`config.mk`:
```
export PLATFORM = sky130hd
export DESIGN_NAME = moving_average_filter
export DESIGN_NICKNAME = d
export VERILOG_FILES = /design/src/rtl/maf_pkg.sv /design/src/rtl/maf_front.sv /design/src/rtl/maf_queue.sv /design/src/rtl/maf_div.sv /design/src/rtl/maf_back.sv /design/src/rtl/moving_average_filter.sv
export SDC_FILE = /design/constraint.sdc
export NUM_CORES = 2
export LEC_CHECK = 0
export BUFFER_PORTS_ARGS = -buffer_cell sky130_fd_sc_hd__buf_2
export CAP_MARGIN = 20
export CORE_MARGIN = 2
export CORE_UTILIZATION = 50
export CTS_CLUSTER_DIAMETER = 80
export DETAILED_ROUTE_END_ITERATION = 12
export PLACE_DENSITY = 0.7
export RECOVER_POWER = 100
export SYNTH_ARGS = -nofsm -noshare
export SYNTH_HDL_FRONTEND = slang
export SYNTH_HIERARCHICAL = 1
export SYNTH_SLANG_ARGS = --single-unit
```
`constraint.sdc`:
```
create_clock -name clock -period 4.1 [get_ports clock]
set_input_delay 0.41 -clock clock [delete_from_list [all_inputs] [get_ports clock]]
set_output_delay 0.41 -clock clock [all_outputs]
set_load 0.05 [all_outputs]
```
`src/rtl/maf_pkg.sv`:
```
`timescale 1ns / 1ps
`default_nettype none

package maf_pkg;

   localparam int MAX_WINDOW   = 64;
   localparam int SAMPLE_WIDTH = 16;

   localparam int ADDR_W    = (MAX_WINDOW > 1) ? $clog2(MAX_WINDOW) : 1;
   localparam int LEN_W     = $clog2(MAX_WINDOW + 1);
   localparam int SUM_W     = SAMPLE_WIDTH + ADDR_W;
   localparam int CFG_W     = 7;
   localparam int CSR_DATA_W = 32;
   localparam int CSR_ADDR_W = 3;
   localparam int QUEUE_DEPTH = 2;
   localparam int QPTR_W    = $clog2(QUEUE_DEPTH);
   localparam int QCNT_W    = $clog2(QUEUE_DEPTH + 1);

   localparam logic [CFG_W-1:0] RESET_WINDOW = CFG_W'(8);

   // Word index of the window length register.
   localparam logic [CSR_ADDR_W-3:0] REG_WINDOW_LENGTH = '0;

   typedef struct packed {
      logic signed [SAMPLE_WIDTH-1:0] sample;
      logic [LEN_W-1:0]               len;
      logic                           resum;
   } maf_item_type;

   // A length of zero averages the new sample alone; lengths above MAX_WINDOW saturate.
   function automatic logic [LEN_W-1:0] eff_len(input logic [CFG_W-1:0] wl);
      logic [LEN_W-1:0] r;
      if (wl == '0) begin
         r = LEN_W'(1);
      end else if (int'(wl) > MAX_WINDOW) begin
         r = LEN_W'(MAX_WINDOW);
      end else begin
         r = LEN_W'(int'(wl));
      end
      return r;
   endfunction

   function automatic logic signed [SUM_W-1:0] sext_sum(
      input logic signed [SAMPLE_WIDTH-1:0] x);
      return {{(SUM_W - SAMPLE_WIDTH){x[SAMPLE_WIDTH-1]}}, x};
   endfunction

endpackage

`default_nettype wire

```
`src/rtl/maf_front.sv`:
```
`timescale 1ns / 1ps
`default_nettype none

module maf_front (
   input  wire logic                             clock,
   input  wire logic                             reset,
   input  wire logic                             req_push,
   input  wire logic signed [maf_pkg::SAMPLE_WIDTH-1:0] req_sample,
   output logic                                  req_full,
   input  wire logic                             csr_psel,
   input  wire logic                             csr_penable,
   input  wire logic                             csr_pwrite,
   input  wire logic [maf_pkg::CSR_ADDR_W-1:0]   csr_paddr,
   input  wire logic [maf_pkg::CSR_DATA_W-1:0]   csr_pwdata,
   output logic [maf_pkg::CSR_DATA_W-1:0]        csr_prdata,
   output logic                                  csr_pready,
   output logic                                  q_push,
   output maf_pkg::maf_item_type                 q_item,
   input  wire logic                             q_full
);
   import maf_pkg::*;

   logic [CFG_W-1:0]      wl_ff;
   logic [CFG_W-1:0]      wl_in;
   logic [LEN_W-1:0]      last_len_ff;
   logic [LEN_W-1:0]      last_len_in;
   logic [LEN_W-1:0]      cur_len;
   logic                  csr_write;
   logic [CSR_ADDR_W-3:0] csr_index;

   assign csr_pready = 1'b1;
   assign csr_index  = csr_paddr[CSR_ADDR_W-1:2];
   assign csr_write  = csr_psel && csr_penable && csr_pwrite && csr_pready;

   always_comb begin
      wl_in = wl_ff;
      if (csr_write && csr_index == REG_WINDOW_LENGTH) begin
         wl_in = csr_pwdata[CFG_W-1:0];
      end
   end

   always_comb begin
      csr_prdata = '0;
      if (csr_index == REG_WINDOW_LENGTH) begin
         csr_prdata = {{(CSR_DATA_W - CFG_W){1'b0}}, wl_ff};
      end
   end

   assign cur_len  = eff_len(wl_ff);
   assign req_full = q_full;
   assign q_push   = req_push && !q_full;

   // The back keeps a running sum only for the length it was built with, so
   // an item that arrives under a new length asks for a fresh sum.
   assign q_item.sample = req_sample;
   assign q_item.len    = cur_len;
   assign q_item.resum  = (cur_len != last_len_ff);

   assign last_len_in = q_push ? cur_len : last_len_ff;

   always_ff @(posedge clock) begin
      if (reset) begin
         wl_ff       <= RESET_WINDOW;
         last_len_ff <= eff_len(RESET_WINDOW);
      end else begin
         wl_ff       <= wl_in;
         last_len_ff <= last_len_in;
      end
   end

endmodule

`default_nettype wire

```
`src/rtl/maf_queue.sv`:
```
`timescale 1ns / 1ps
`default_nettype none

module maf_queue (
   input  wire logic                  clock,
   input  wire logic                  reset,
   input  wire logic                  push,
   input  wire maf_pkg::maf_item_type push_item,
   output logic                       full,
   input  wire logic                  pop,
   output maf_pkg::maf_item_type      pop_item,
   output logic                       empty
);
   import maf_pkg::*;

   maf_item_type        entry_ff [QUEUE_DEPTH];
   logic [QPTR_W-1:0]   wr_ptr_ff;
   logic [QPTR_W-1:0]   wr_ptr_in;
   logic [QPTR_W-1:0]   rd_ptr_ff;
   logic [QPTR_W-1:0]   rd_ptr_in;
   logic [QCNT_W-1:0]   count_ff;
   logic [QCNT_W-1:0]   count_in;
   logic                do_push;
   logic                do_pop;

   assign full     = (count_ff == QCNT_W'(QUEUE_DEPTH));
   assign empty    = (count_ff == '0);
   assign do_push  = push && !full;
   assign do_pop   = pop && !empty;
   assign pop_item = entry_ff[rd_ptr_ff];

   function automatic logic [QPTR_W-1:0] ptr_next(input logic [QPTR_W-1:0] p);
      return (p == QPTR_W'(QUEUE_DEPTH - 1)) ? '0 : p + 1'b1;
   endfunction

   always_comb begin
      wr_ptr_in = do_push ? ptr_next(wr_ptr_ff) : wr_ptr_ff;
      rd_ptr_in = do_pop ? ptr_next(rd_ptr_ff) : rd_ptr_ff;
      count_in  = count_ff;
      if (do_push && !do_pop) begin
         count_in = count_ff + 1'b1;
      end else if (do_pop && !do_push) begin
         count_in = count_ff - 1'b1;
      end
   end

   always_ff @(posedge clock) begin
      if (do_push) begin
         entry_ff[wr_ptr_ff] <= push_item;
      end
   end

   always_ff @(posedge clock) begin
      if (reset) begin
         wr_ptr_ff <= '0;
         rd_ptr_ff <= '0;
         count_ff  <= '0;
      end else begin
         wr_ptr_ff <= wr_ptr_in;
         rd_ptr_ff <= rd_ptr_in;
         count_ff  <= count_in;
      end
   end

endmodule

`default_nettype wire

```
`src/rtl/maf_div.sv`:
```
`timescale 1ns / 1ps
`default_nettype none

module maf_div (
   input  wire logic                                clock,
   input  wire logic                                reset,
   input  wire logic                                start,
   input  wire logic signed [maf_pkg::SUM_W-1:0]    dividend,
   input  wire logic [maf_pkg::LEN_W-1:0]           divisor,
   output logic                                     done,
   output logic signed [maf_pkg::SAMPLE_WIDTH-1:0]  quotient
);
   import maf_pkg::*;

   localparam int CNT_W = $clog2(SUM_W);

   logic               busy_ff;
   logic               done_ff;
   logic [CNT_W-1:0]   cnt_ff;
   logic               neg_ff;
   logic [SUM_W-1:0]   quo_ff;
   logic [SUM_W-1:0]   quo_in;
   logic [LEN_W-1:0]   rem_ff;
   logic [LEN_W-1:0]   rem_in;
   logic [LEN_W-1:0]   div_ff;
   logic [LEN_W:0]     rem_sh;
   logic [LEN_W:0]     rem_diff;
   logic               fits;
   logic [SUM_W-1:0]   quo_signed;

   // Restoring division on the magnitude, one quotient bit per cycle.
   always_comb begin
      rem_sh   = {rem_ff, quo_ff[SUM_W-1]};
      rem_diff = rem_sh - {1'b0, div_ff};
      fits     = (rem_sh >= {1'b0, div_ff});
      quo_in   = {quo_ff[SUM_W-2:0], fits};
      rem_in   = fits ? rem_diff[LEN_W-1:0] : rem_sh[LEN_W-1:0];
   end

   assign quo_signed = neg_ff ? (~quo_ff + 1'b1) : quo_ff;
   assign quotient   = quo_signed[SAMPLE_WIDTH-1:0];
   assign done       = done_ff;

   always_ff @(posedge clock) begin
      if (start) begin
         neg_ff <= dividend[SUM_W-1];
         quo_ff <= dividend[SUM_W-1] ? (~dividend + 1'b1) : dividend;
         rem_ff <= '0;
         div_ff <= divisor;
      end else if (busy_ff) begin
         quo_ff <= quo_in;
         rem_ff <= rem_in;
      end
   end

   always_ff @(posedge clock) begin
      if (reset) begin
         busy_ff <= 1'b0;
         done_ff <= 1'b0;
         cnt_ff  <= '0;
      end else begin
         done_ff <= 1'b0;
         if (start) begin
            busy_ff <= 1'b1;
            cnt_ff  <= '0;
         end else if (busy_ff) begin
            cnt_ff <= cnt_ff + 1'b1;
            if (cnt_ff == CNT_W'(SUM_W - 1)) begin
               busy_ff <= 1'b0;
               done_ff <= 1'b1;
            end
         end
      end
   end

   a_start_idle: assert property (@(posedge clock) disable iff (reset)
      start |-> !busy_ff)
      else $error("divider restarted while busy");

endmodule

`default_nettype wire

```
`src/rtl/maf_back.sv`:
```
`timescale 1ns / 1ps
`default_nettype none

module maf_back (
   input  wire logic                                clock,
   input  wire logic                                reset,
   input  wire maf_pkg::maf_item_type               q_item,
   input  wire logic                                q_empty,
   output logic                                     q_pop,
   input  wire logic                                rsp_pop,
   output logic                                     rsp_empty,
   output logic signed [maf_pkg::SAMPLE_WIDTH-1:0]  rsp_average
);
   import maf_pkg::*;

   localparam logic [2:0] B_IDLE   = 3'd0;
   localparam logic [2:0] B_LREAD  = 3'd1;
   localparam logic [2:0] B_LUPD   = 3'd2;
   localparam logic [2:0] B_SWRITE = 3'd3;
   localparam logic [2:0] B_SWEEP  = 3'd4;
   localparam logic [2:0] B_DIVST  = 3'd5;
   localparam logic [2:0] B_DIVW   = 3'd6;
   localparam logic [2:0] B_OUT    = 3'd7;

   logic [2:0]                     state_ff;
   logic [2:0]                     state_in;
   logic signed [SAMPLE_WIDTH-1:0] mem [MAX_WINDOW];
   logic                           valid_ff [MAX_WINDOW];
   logic signed [SAMPLE_WIDTH-1:0] rd_data_ff;
   logic                           rd_vld_ff;
   logic                           rd_en;
   logic [ADDR_W-1:0]              rd_addr;
   logic                           wr_en;

   logic [ADDR_W-1:0]              wp_ff;
   logic [ADDR_W-1:0]              wp_in;
   logic [ADDR_W-1:0]              rp_ff;
   logic [ADDR_W-1:0]              rp_in;
   logic signed [SUM_W-1:0]        sum_ff;
   logic signed [SUM_W-1:0]        sum_in;
   logic signed [SUM_W-1:0]        acc_ff;
   logic signed [SUM_W-1:0]        acc_in;
   logic [LEN_W-1:0]               issue_ff;
   logic [LEN_W-1:0]               issue_in;
   logic [LEN_W-1:0]               recv_ff;
   logic [LEN_W-1:0]               recv_in;
   logic                           pend_ff;
   logic                           pend_in;
   maf_item_type                   cur_ff;
   logic signed [SAMPLE_WIDTH-1:0] avg_ff;
   logic                           out_vld_ff;
   logic                           out_vld_in;
   logic signed [SAMPLE_WIDTH-1:0] out_avg_ff;

   logic signed [SAMPLE_WIDTH-1:0] old_sample;
   logic                           div_start;
   logic                           div_done;
   logic signed [SAMPLE_WIDTH-1:0] div_quot;
   logic                           out_load;
   logic                           out_free;

   function automatic logic [ADDR_W-1:0] addr_next(input logic [ADDR_W-1:0] a);
      return (a == ADDR_W'(MAX_WINDOW - 1)) ? '0 : a + 1'b1;
   endfunction

   function automatic logic [ADDR_W-1:0] addr_prev(input logic [ADDR_W-1:0] a);
      return (a == '0) ? ADDR_W'(MAX_WINDOW - 1) : a - 1'b1;
   endfunction

   // Slot of the sample that drops out of the window when the next one is
   // written at a; for a full-depth window that is slot a itself.
   function automatic logic [ADDR_W-1:0] leave_addr(input logic [ADDR_W-1:0] a,
                                                     input logic [LEN_W-1:0] n);
      int d;
      d = int'(a) - int'(n);
      if (d < 0) begin
         d = d + MAX_WINDOW;
      end
      return ADDR_W'(d);
   endfunction

   assign old_sample = rd_vld_ff ? rd_data_ff : '0;
   assign out_free   = !out_vld_ff || rsp_pop;
   assign rsp_empty  = !out_vld_ff;
   assign rsp_average = out_avg_ff;

   always_comb begin
      state_in  = state_ff;
      q_pop     = 1'b0;
      rd_en     = 1'b0;
      rd_addr   = rp_ff;
      wr_en     = 1'b0;
      wp_in     = wp_ff;
      rp_in     = rp_ff;
      sum_in    = sum_ff;
      acc_in    = acc_ff;
      issue_in  = issue_ff;
      recv_in   = recv_ff;
      pend_in   = 1'b0;
      div_start = 1'b0;
      out_load  = 1'b0;
      case (state_ff)
         B_IDLE: begin
            if (!q_empty) begin
               q_pop    = 1'b1;
               state_in = q_item.resum ? B_SWRITE : B_LREAD;
            end
         end
         B_LREAD: begin
            rd_en    = 1'b1;
            rd_addr  = leave_addr(wp_ff, cur_ff.len);
            state_in = B_LUPD;
         end
         B_LUPD: begin
            wr_en    = 1'b1;
            wp_in    = addr_next(wp_ff);
            sum_in   = sum_ff + sext_sum(cur_ff.sample) - sext_sum(old_sample);
            state_in = B_DIVST;
         end
         B_SWRITE: begin
            wr_en    = 1'b1;
            wp_in    = addr_next(wp_ff);
            rp_in    = wp_ff;
            acc_in   = '0;
            issue_in = '0;
            recv_in  = '0;
            state_in = B_SWEEP;
         end
         B_SWEEP: begin
            // Reads go out newest first; each returns in the cycle after it issues.
            if (issue_ff != cur_ff.len) begin
               rd_en    = 1'b1;
               rd_addr  = rp_ff;
               rp_in    = addr_prev(rp_ff);
               issue_in = issue_ff + 1'b1;
               pend_in  = 1'b1;
            end
            if (pend_ff) begin
               acc_in  = acc_ff + sext_sum(old_sample);
               recv_in = recv_ff + 1'b1;
               if (recv_ff + 1'b1 == cur_ff.len) begin
                  sum_in   = acc_ff + sext_sum(old_sample);
                  state_in = B_DIVST;
               end
            end
         end
         B_DIVST: begin
            div_start = 1'b1;
            state_in  = B_DIVW;
         end
         B_DIVW: begin
            if (div_done) begin
               state_in = B_OUT;
            end
         end
         B_OUT: begin
            if (out_free) begin
               out_load = 1'b1;
               state_in = B_IDLE;
            end
         end
         default: begin
            state_in = B_IDLE;
         end
      endcase
   end

   always_comb begin
      out_vld_in = out_vld_ff;
      if (out_load) begin
         out_vld_in = 1'b1;
      end else if (rsp_pop) begin
         out_vld_in = 1'b0;
      end
   end

   always_ff @(posedge clock) begin
      if (wr_en) begin
         mem[wp_ff] <= cur_ff.sample;
      end
      if (rd_en) begin
         rd_data_ff <= mem[rd_addr];
         rd_vld_ff  <= valid_ff[rd_addr];
      end
   end

   // Slots never written read as zero, as after a cleared history.
   always_ff @(posedge clock) begin
      if (reset) begin
         for (int i = 0; i < MAX_WINDOW; i++) begin
            valid_ff[i] <= 1'b0;
         end
      end else if (wr_en) begin
         valid_ff[wp_ff] <= 1'b1;
      end
   end

   always_ff @(posedge clock) begin
      if (q_pop) begin
         cur_ff <= q_item;
      end
      if (div_done) begin
         avg_ff <= div_quot;
      end
      if (out_load) begin
         out_avg_ff <= avg_ff;
      end
      rp_ff    <= rp_in;
      acc_ff   <= acc_in;
      issue_ff <= issue_in;
      recv_ff  <= recv_in;
   end

   always_ff @(posedge clock) begin
      if (reset) begin
         state_ff   <= B_IDLE;
         wp_ff      <= '0;
         sum_ff     <= '0;
         pend_ff    <= 1'b0;
         out_vld_ff <= 1'b0;
      end else begin
         state_ff   <= state_in;
         wp_ff      <= wp_in;
         sum_ff     <= sum_in;
         pend_ff    <= pend_in;
         out_vld_ff <= out_vld_in;
      end
   end

   maf_div u_div (
      .clock    (clock),
      .reset    (reset),
      .start    (div_start),
      .dividend (sum_ff),
      .divisor  (cur_ff.len),
      .done     (div_done),
      .quotient (div_quot)
   );

   a_hold_result: assert property (@(posedge clock) disable iff (reset)
      (state_ff == B_OUT && out_vld_ff && !rsp_pop) |=>
         (state_ff == B_OUT && $stable(out_avg_ff)))
      else $error("waiting result overwritten");

   a_done_waited: assert property (@(posedge clock) disable iff (reset)
      div_done |-> state_ff == B_DIVW)
      else $error("divider finished with nobody waiting");

   a_sweep_bound: assert property (@(posedge clock) disable iff (reset)
      state_ff == B_SWEEP |-> (issue_ff <= cur_ff.len && recv_ff < cur_ff.len))
      else $error("history sweep ran past the window");

   a_single_write: assert property (@(posedge clock) disable iff (reset)
      wr_en |=> !wr_en)
      else $error("two history writes for one beat");

endmodule

`default_nettype wire

```
`src/rtl/moving_average_filter.sv`:
```
`timescale 1ns / 1ps
`default_nettype none

// Boxcar moving-average filter over signed fixed-point samples.
// Input queue: drive req_sample and raise req_push; the beat is taken on a
// clock edge where req_full is low. Output queue: while rsp_empty is low the
// mean of the latest window sits on rsp_average; raise rsp_pop to take it.
// window_length lives at byte address 0 of the csr_ port (APB style, always
// ready) and keeps 7 bits; zero averages the new sample alone, above 64 saturates.
// Each sample passes from queue to result through a read of the sample that
// leaves the window, the running-sum update, and a one-bit-a-step divider.
// The first sample after a change of the effective window length instead
// rebuilds the sum from the history memory, one read port slot per sample of
// the new window. A two-entry queue lets the next samples in while the
// back works, and a one-beat result register holds the answer while the
// receiver stalls; the back waits in place until that register frees.
// Synchronous reset empties both queues, restores a window of 8 and makes the
// whole history read as zero at once; no clearing pass is needed.
module moving_average_filter (
   input  wire logic                                clock,
   input  wire logic                                reset,
   input  wire logic                                req_push,
   input  wire logic signed [maf_pkg::SAMPLE_WIDTH-1:0] req_sample,
   output logic                                     req_full,
   output logic                                     rsp_empty,
   input  wire logic                                rsp_pop,
   output logic signed [maf_pkg::SAMPLE_WIDTH-1:0]  rsp_average,
   input  wire logic                                csr_psel,
   input  wire logic                                csr_penable,
   input  wire logic                                csr_pwrite,
   input  wire logic [maf_pkg::CSR_ADDR_W-1:0]      csr_paddr,
   input  wire logic [maf_pkg::CSR_DATA_W-1:0]      csr_pwdata,
   output logic [maf_pkg::CSR_DATA_W-1:0]           csr_prdata,
   output logic                                     csr_pready
);
   import maf_pkg::*;

   logic         f_push;
   maf_item_type f_item;
   logic         q_full;
   logic         q_pop;
   maf_item_type q_item;
   logic         q_empty;

   maf_front u_front (
      .clock       (clock),
      .reset       (reset),
      .req_push    (req_push),
      .req_sample  (req_sample),
      .req_full    (req_full),
      .csr_psel    (csr_psel),
      .csr_penable (csr_penable),
      .csr_pwrite  (csr_pwrite),
      .csr_paddr   (csr_paddr),
      .csr_pwdata  (csr_pwdata),
      .csr_prdata  (csr_prdata),
      .csr_pready  (csr_pready),
      .q_push      (f_push),
      .q_item      (f_item),
      .q_full      (q_full)
   );

   maf_queue u_queue (
      .clock     (clock),
      .reset     (reset),
      .push      (f_push),
      .push_item (f_item),
      .full      (q_full),
      .pop       (q_pop),
      .pop_item  (q_item),
      .empty     (q_empty)
   );

   maf_back u_back (
      .clock       (clock),
      .reset       (reset),
      .q_item      (q_item),
      .q_empty     (q_empty),
      .q_pop       (q_pop),
      .rsp_pop     (rsp_pop),
      .rsp_empty   (rsp_empty),
      .rsp_average (rsp_average)
   );

endmodule

`default_nettype wire

```
==> metrics <==
Crit Path Max Fanout=31; first-pass GRT wire length=~220000 µm; CTS Buf Count=137; cell row count=125; failing checks=max-capacitance violations, max-slew violations; vias in the first global route=34653; drt pass-1 iters=6; Clock transition at path regs=0.06 ns; final worst path period need=3.93 ns; Core ar.=approximately 120000 µm²; routed len/inst=26.3 µm; Post-Syn Area=58500 µm²; CTS root buf=clkbuf_16; area leader, netlist=edfxtp_1; Achievable Freq=255 MHz; WP data required=roughly 4.6 ns; status=complete, but fails checks; Die X-Extent=~350 µm; H-tree Lvls=4; Fin. Hold Viols=0; CP endpoint kind=flip-flop; Via density=6.22; Syn Area/Cell=15.1 µm²; share of Yosys cell area claimed by the top area cell type=0.624; initial antenna violation count=4; utilization after layout=0.571; critical path type=reg -> reg; min-delay worst type=in -> reg; total number of vias=35370; number of routed nets with antenna violations=0; I/O Buffers=55; Syn Inst Count=3877; GRT Resource Usage Total=0.249; met2 routed WL=71500 µm; M1 WL=between 50000 and 60000 µm; Die Ht=346 µm; register area share after synthesis=0.668; GRT Residual Overflow=0; DRC=0; wire length on met3=about 13000 µm; maximum vdd drop=0.491 mV; period utilisation layout=0.958; Die ar.=120000 µm²; clock latency at the later pin of the worst-skew pair=0.75 ns; Slew headroom=-1.28; Final Wtd Congestion=roughly 0.9; # IOs=roughly 110; pwr dens=769 nW/µm²; leakage=23.4 nW; ranking of synthesized cells by area=edfxtp_1 62%, mux4_2 5.2%, dfxtp_1 4.4%, mux2i_1 3.7%, o211a_1 2.4%; Unique masters post-synth=88; layout cells sized above 1=0.160; max-cap violation count=14; Max Clock Skew=0.0272 ns; placed wire-length estimate=slightly above 90000 µm; CTS sink count=1346; CP arrival=4.45 ns; Final setup viols=0; Starting Density=0.504; area delta synth->final=13.3%; clock tree buffer depth=3; Iter 0 DRT Violations=4346; count of state elements after synthesis=~1300; final wirelength=150000 µm; Final Cell Area=66300 µm²; Worst-Margin Slew=~3.4 ns; Max Slew Vio Count=910; Ys Warns=6; Startpoint Class=flip-flop; largest net degree at the start of global routing=74; CTS tree=done; top_reg_cell synth=edfxtp_1; Post-synth EDFFs=around 1200; max layer used=met5; Placement Cell Area=around 62000 µm²; FFs w/ async S/R, synth=0; fin nets=around 4200
-- routing by layer --
metal  global-route usage  vias up
li1                     -    15510
met1                0.343    17914
met2                0.398     1640
met3               0.0431      302
met4               0.0905        4
met5                    0        -
-- synth_stat cells, types with 53 or more instances --
master / n
mux4_2: 136
buf_4: 53
buf_2: 69
edfxtp_1: 1216
nand2_1: 156
nor2_1: 272
o21a_1: 71
a21oi_1: 71
nand4_1: 68
xnor2_1: 57
ha_1: 65
inv_1: 121
o211ai_1: 76
clkbuf_1: 155
dfxtp_1: 130
mux2i_1: 214
o2111ai_1: 70
a211oi_1: 175
o211a_1: 142
-- logic make-up (layout without fill, tap and decap cells) --
logic type                 Yosys count  in the layout  share of synthesized area
AOI/OAI and AO/OA                  774            774                      0.103
xor gates and xnor gates           105            105                     0.0157
adders and majority gates           89             89                     0.0221
buffers and inverters              424            680                     0.0328
DFF                               1346           1346                      0.668
muxes                              376            376                     0.0940
other                                2             27                   0.000128
and+or+nand+nor                    761            761                     0.0638
-- cell usage in the layout (no fill, tap or decap), types with 122 or more instances in the layout --
| master | count |
|---|---|
| mux2i_1 | 214 |
| a211oi_1 | 175 |
| edfxtp_1 | 1216 |
| clkbuf_16 | 146 |
| inv_1 | 122 |
| nor2_1 | 264 |
| buf_4 | 173 |
| o211a_1 | 142 |
| mux4_2 | 136 |
| nand2_1 | 154 |
| dfxtp_1 | 130 |
-- layout make-up --
type / instances / area [µm²]
Antenna cell: 1 / 2.50
Clock buffer: 187 / 3910
Clock inverter: 65 / 693
Fill cell: 8896 / 49900
Inverter: 125 / 469
Multi-Input combinational cell: 2131 / 17700
Sequential cell: 1346 / 39100
Tap cell: 1524 / 1910
Timing Repair Buffer: 303 / 2510
-- critical path, cell delays in order, from the launching register on --
cell,delay (ns)
edfxtp_1,0.48
inv_1,0.16
ha_1,0.24
nor2b_1,0.15
o21ai_0,0.35
and3_4,0.38
o21a_2,0.39
buf_12,0.27
buf_12,0.18
nor2_1,0.06
o2111ai_1,0.17
nand4_1,0.34
nor4_1,0.47
-- state kept, by name, indices dropped and copies added, names as in the netlist, 16 cells and up, named ones only --
signal               flops
u_back/mem            1024
u_back/u_div/quo_ff     22
u_back/sum_ff           22
u_back/rsp_average      16
u_queue/entry_ff        48
u_back/acc_ff           22
u_back/cur_ff           23
u_back/valid_ff         64
u_back/avg_ff           16
u_back/rd_data_ff       16
-- final timing paths --
check / start / to / slack (ns) / depth (start not counted)
setup / recovery: u_back/cur_ff[2] / u_back/rd_data_ff[11] / 0.17 / 12
hold / removal: rsp_pop / u_back/out_vld_ff / 0.09 / 3
setup reg to reg: u_back/cur_ff[2] / u_back/rd_data_ff[11] / 0.17 / 12
hold reg to reg: u_back/avg_ff[14] / u_back/rsp_average[14] / 0.42 / 0
-- through the flow --
| stage | power (mW) | TNS [ns] | std cells | hold slack, ns | worst slack, ns |
|---|---|---|---|---|---|
| finish | 51.0 | 0 | 5682 | 0.0891 | 0.172 |
| global route | 53.3 | -0.00535 | 5681 | 0.0956 | -0.00535 |
| CTS | 50.8 | 0 | 5678 | 0.0537 | 0.231 |
| detailed placement | 38.1 | 0 | 5403 | 0.405 | 0.249 |
| global placement | 37.8 | 0 | 5403 | 0.403 | 0.246 |
| floorplan | 31.3 | 0 | 3901 | 0.400 | 0.0621 |
-- power by group --
group	internal [mW]	leakage [nW]	switching, mW
registers	17.3	12.0	0.631
clock network	7.46	2.23	5.22
logic	7.49	9.16	12.9
total	32.2	23.4	18.7
-- what timing repair did --
| action | CTS | global route |
|---|---|---|
| setup endpoints to repair | 0 | 6 |
| buffers inserted | 0 | 2 |
| gates resized for setup | 0 | 3 |
| hold buffers | 23 | 0 |
| hold endpoints to repair | 39 | 0 |
(Power assumes the default switching activity.)
